==> src/mfd_pkg.sv <==
// ----------------------------------------------------------------------------
// mfd_pkg
// Shared command and status types between the max-flow controller and datapath
// ----------------------------------------------------------------------------
package mfd_pkg;

    localparam int FLOW_W = 26;

    typedef enum logic [4:0] {
        OP_IDLE,
        OP_LATCH,
        OP_A_RD,
        OP_A_LNK,
        OP_B_RD,
        OP_B_LNK,
        OP_INIT,
        OP_START,
        OP_PUSH,
        OP_EXAM,
        OP_POP,
        OP_POP2,
        OP_EVAL,
        OP_AUG_RD,
        OP_AUG_F1,
        OP_AUG_F2,
        OP_AUG_F3,
        OP_OUT
    } mfd_op_t;

    typedef struct packed {
        logic full;      // edge storage has no room for another pair
        logic in_last;   // last_edge on the input ports
        logic last;      // latched last_edge
        logic same;      // source equals sink
        logic cur_none;  // top of stack has run out of arcs
        logic sp_one;    // popping empties the stack
        logic take;      // arc has residual and head not visited
        logic hit_sink;  // arc head is the sink
        logic room;      // stack can take another node
        logic aug_last;  // last path arc being updated
    } mfd_status_t;

endpackage

==> src/mfd_ctrl.sv <==
// ----------------------------------------------------------------------------
// mfd_ctrl
// Sequencer for edge loading, depth-first augmenting searches and result
// ----------------------------------------------------------------------------
module mfd_ctrl
    import mfd_pkg::*;
(
    input  logic        clk,
    input  logic        rst_n,
    input  logic        start,
    input  mfd_status_t status,
    output mfd_op_t     cmd,
    output logic        busy
);

    typedef enum logic [4:0] {
        ST_IDLE,
        ST_A_RD,
        ST_A_LNK,
        ST_B_RD,
        ST_B_LNK,
        ST_INIT,
        ST_START,
        ST_PUSH,
        ST_EXAM,
        ST_POP,
        ST_POP2,
        ST_EVAL,
        ST_AUG_RD,
        ST_AUG_F1,
        ST_AUG_F2,
        ST_AUG_F3,
        ST_OUT
    } state_t;

    state_t state_reg, state_next;

    always_comb
    begin
        state_next = state_reg;
        cmd        = OP_IDLE;
        unique case (state_reg)
            ST_IDLE:
            begin
                if (start)
                begin
                    cmd = OP_LATCH;
                    if (!status.full)
                        state_next = ST_A_RD;
                    else if (status.in_last)
                        state_next = ST_INIT;
                end
            end
            ST_A_RD:   begin cmd = OP_A_RD;  state_next = ST_A_LNK; end
            ST_A_LNK:  begin cmd = OP_A_LNK; state_next = ST_B_RD;  end
            ST_B_RD:   begin cmd = OP_B_RD;  state_next = ST_B_LNK; end
            ST_B_LNK:
            begin
                cmd        = OP_B_LNK;
                state_next = status.last ? ST_INIT : ST_IDLE;
            end
            ST_INIT:
            begin
                cmd        = OP_INIT;
                state_next = status.same ? ST_OUT : ST_START;
            end
            ST_START:  begin cmd = OP_START; state_next = ST_PUSH; end
            ST_PUSH:   begin cmd = OP_PUSH;  state_next = ST_EXAM; end
            ST_EXAM:
            begin
                cmd = OP_EXAM;
                priority if (status.cur_none && status.sp_one)
                    state_next = ST_OUT;
                else if (status.cur_none)
                    state_next = ST_POP;
                else
                    state_next = ST_EVAL;
            end
            ST_POP:    begin cmd = OP_POP;  state_next = ST_POP2; end
            ST_POP2:   begin cmd = OP_POP2; state_next = ST_EXAM; end
            ST_EVAL:
            begin
                cmd = OP_EVAL;
                priority if (status.take && status.hit_sink)
                    state_next = ST_AUG_RD;
                else if (status.take && status.room)
                    state_next = ST_PUSH;
                else
                    state_next = ST_EXAM;
            end
            ST_AUG_RD: begin cmd = OP_AUG_RD; state_next = ST_AUG_F1; end
            ST_AUG_F1: begin cmd = OP_AUG_F1; state_next = ST_AUG_F2; end
            ST_AUG_F2: begin cmd = OP_AUG_F2; state_next = ST_AUG_F3; end
            ST_AUG_F3:
            begin
                cmd        = OP_AUG_F3;
                state_next = status.aug_last ? ST_START : ST_AUG_RD;
            end
            ST_OUT:    begin cmd = OP_OUT; state_next = ST_IDLE; end
            default:   state_next = ST_IDLE;
        endcase
    end

    always_ff @(posedge clk or negedge rst_n)
    begin
        if (!rst_n)
            state_reg <= ST_IDLE;
        else
            state_reg <= state_next;
    end

    assign busy = (state_reg != ST_IDLE);

endmodule

==> config.mk <==
export PLATFORM = sky130hd
export DESIGN_NAME = mfd_ctrl
export DESIGN_NICKNAME = d
export VERILOG_FILES = /design/src/mfd_pkg.sv /design/src/mfd_ctrl.sv
export SDC_FILE = /design/constraint.sdc
export NUM_CORES = 1
export LEC_CHECK = 0
export ABC_CLOCK_PERIOD_IN_PS = 1900
export BUFFER_PORTS_ARGS = -buffer_cell sky130_fd_sc_hd__buf_2
export CORE_AREA = 2 2 39 41
export DETAILED_ROUTE_END_ITERATION = 12
export DIE_AREA = 0 0 41 43
export GPL_TIMING_DRIVEN = 0
export PLACE_DENSITY_LB_ADDON = 0.2
export SYNTH_ARGS = -nofsm -noshare
export SYNTH_HDL_FRONTEND = slang
export SYNTH_SLANG_ARGS = --single-unit
==> constraint.sdc <==
create_clock -name clk -period 1.9 [get_ports clk]
set_input_delay 0.57 -clock clk [delete_from_list [all_inputs] [get_ports clk]]
set_output_delay 0.57 -clock clk [all_outputs]
set_load 0.005 [all_outputs]
==> summary.md <==
| Metric | Value |
|---|---|
| Vias in the first global route | `487` |
| Metal3 WL | `103 um` |
| Root Buffer | `clkbuf_4` |
| Total global routing track utilization | `18.3%` |
| Post-synthesis cell count | `69` |
| Top layer in use | `met3` |
| Synth cell types | `32` |
| Overflow after GRT | `0` |
| Fin crit share | `104%` |
| #FFs+latches synth | `5` |
| Slew @ Worst Pin | `0.297 ns` |
| Crit path required time | `1.33 ns` |
| Die Width | `41 um` |
| CTS tree | `yes` |
| Remaining DRCs | `0` |
| Final setup fails | `4` |
| WL/cell | `12.4 um` |
| Max-cap violations | `0` |
| Fmax | `507 MHz` |
| Via density | `5.45` |
| Hold Vio Cnt, Final | `0` |
| Hold Path Class | `input pin to asynchronous set/reset pin` |
| Drt first pass iters | `4` |
| Synth top area cells | `dfrtp_1 (24%), nor2_1 (7.3%), buf_2 (3.9%)` |
| Post-CTS Hold Buffers | `0` |
| Final Skew | `0.00303 ns` |
| P_leak | `0.314 nW` |
| Pwr Density | `1450 mW/mm2` |
| Leading cell type in the layout, fill and taps excluded | `buf_2` |
| Detail Route Antenna Nets | `0` |
| Ports | `19` |
| Clock latency on the worst-skew pair | `0.24 ns` |
| Clock Tree Buf Depth | `2` |
| Seq/Total Area, Yosys | `24.4%` |
| Setup TNS | `-0.172 ns` |
| Synth warnings | `0` |
| Cts bufs inserted | `3` |
| 1st-iter DRT viols | `27` |
| Total number of vias | `600` |
| Final worst slack | `-0.0739 ns` |
| Number of port buffers | `18` |
| Worst r2r path cells | `6` |
| Synth area leader | `dfrtp_1` |
| Area grow syn2layout | `38.0%` |
| CP Launch Type | `flop` |
| EDFF count, synth | `0` |
| FFs w/ async S/R, synth | `100%` |
| Largest net degree at the start of global routing | `11` |
| Core area | `0.00138 mm2` |
| # clock sinks | `5` |
| Initial antenna violation count | `0` |
| Max reg flops | `5` |
| Min cycle time layout | `1.97 ns` |
| Dpl ws | `0.00326 ns` |
| Die Span Y | `43 um` |
| Num rows | `14` |
| Failing checks | `negative setup slack` |
| CTS HTree Levels | `1` |
| Status | `finished, violations left` |
| Max FO, Critical Path | `3` |
| Dominant synthesized flop cell | `dfrtp_1` |
| Hpwl dp | `940 um` |
| Synth top area share | `24.4%` |
| Crit. End Element | `primary output` |
| M1 WL | `621 um` |
| Max-slew violation count | `0` |
| Total Wirelength | `1370 um` |
| RSZ-0062 raised after global routing | `yes` |
| N_diodes | `0` |
| Mapped Area | `513 um2` |
| CP arrival | `1.40 ns` |
| Reg clk slew, reported paths | `0.04 ns` |
| Initial Utilization | `37.1%` |
| Slew headroom | `80.2%` |
| Share of cells above drive strength 1 | `40.4%` |
| Crit path kind | `flop to primary output` |
| Nets | `108` |
| Full die area | `0.00176 mm2` |
| Flop2flop setup slack | `0.37 ns` |
| WL met2 | `640 um` |
| Commonest non-fill, non-tap cells in the layout | `buf_2 (20), nor2_1 (9), clkbuf_4 (4), buf_4 (4)` |
| Syn nets | `82` |
| First-pass GRT wire length | `2210 um` |
| Post-synthesis average cell area | `7.43 um2` |
| Worst vdd ir | `0.863 mV` |
| Gpl congestion | `0.846` |
cell families after synthesis:
kind of cell	synth area share, %
AO/OA/AOI/OAI	25.4
XOR/XNOR	5.12
buffers and inverters	8.29
flip-flops	24.4
multiplexers	2.19
AND/OR/NAND/NOR	34.6
worst max-delay path, stage by stage, from the launching register on:
cell,delay (ns)
dfrtp_1,0.39
or3_4,0.43
nor2_4,0.11
a22o_1,0.13
buf_2,0.10
synth_stat cells (all sizes together) (2+ instances only):
master and n:
nor2 10, buf 5, dfrtp 5, nor3 4, o21ai 4, a21oi 3, nand2 3, nand3 3
or3 3, a211oi 2, a22oi 2, inv 2, nand2b 2, nand3b 2, nand4b 2, o2111ai 2
xor2 2
cell type report:
cell class | count | area, um2
tap | 16 | 20.0
sequential | 5 | 128
buffer | 5 | 33.8
multi-input combinational | 56 | 373
fill | 154 | 676
timing repair buffer | 22 | 120
clock buffer | 4 | 26.3
inverter | 2 | 7.51
through the flow:
step           cells  utilization, %  power [mW]  hold WS (ns)  cell area (um2)
2_1_floorplan     69               -       0.618         0.274              513
3_3_place_gp     103            45.0       0.796         0.386              623
3_5_place_dp     103            45.0       0.792         0.386              623
4_1_cts          109            49.3       0.989         0.124              682
5_1_grt          110            51.2        1.13         0.125              708
6_report         110            51.2        1.03         0.129              708
final timing paths:
path	startpoint	end
max in group asynchronous	rst_n	state_reg[0]
worst min register to register	state_reg[4]	state_reg[0]
min in group clk	status[0]	state_reg[1]
worst max register to register	state_reg[3]	state_reg[3]
worst max-delay path	state_reg[2]	cmd[4]
worst min-delay path	rst_n	state_reg[1]
where the power goes:
| part | switching, mW | leakage (nW) | total, mW | internal, mW |
|---|---|---|---|---|
| registers | 0.0541 | 0.0617 | 0.207 | 0.153 |
| clock network | 0.0414 | 0.0150 | 0.121 | 0.0792 |
| logic | 0.356 | 0.237 | 0.699 | 0.343 |
routing by layer:
| metal | global-route usage, % | vias to the layer above |
|---|---|---|
| met1 | 28.0 | 263 |
| met4 | 6.00 | 0 |
| met2 | 24.4 | 32 |
| met3 | 4.71 | 0 |
| li1 | - | 305 |
| met5 | 0 | - |
what timing repair did:
item	CTS	global route
hold endpoints to repair	0	0
pin swaps	3	3
setup endpoints to repair	4	6
gates resized for setup	5	6
setup buffers	3	1
Note: power is estimated with default switching activity, not from simulation.
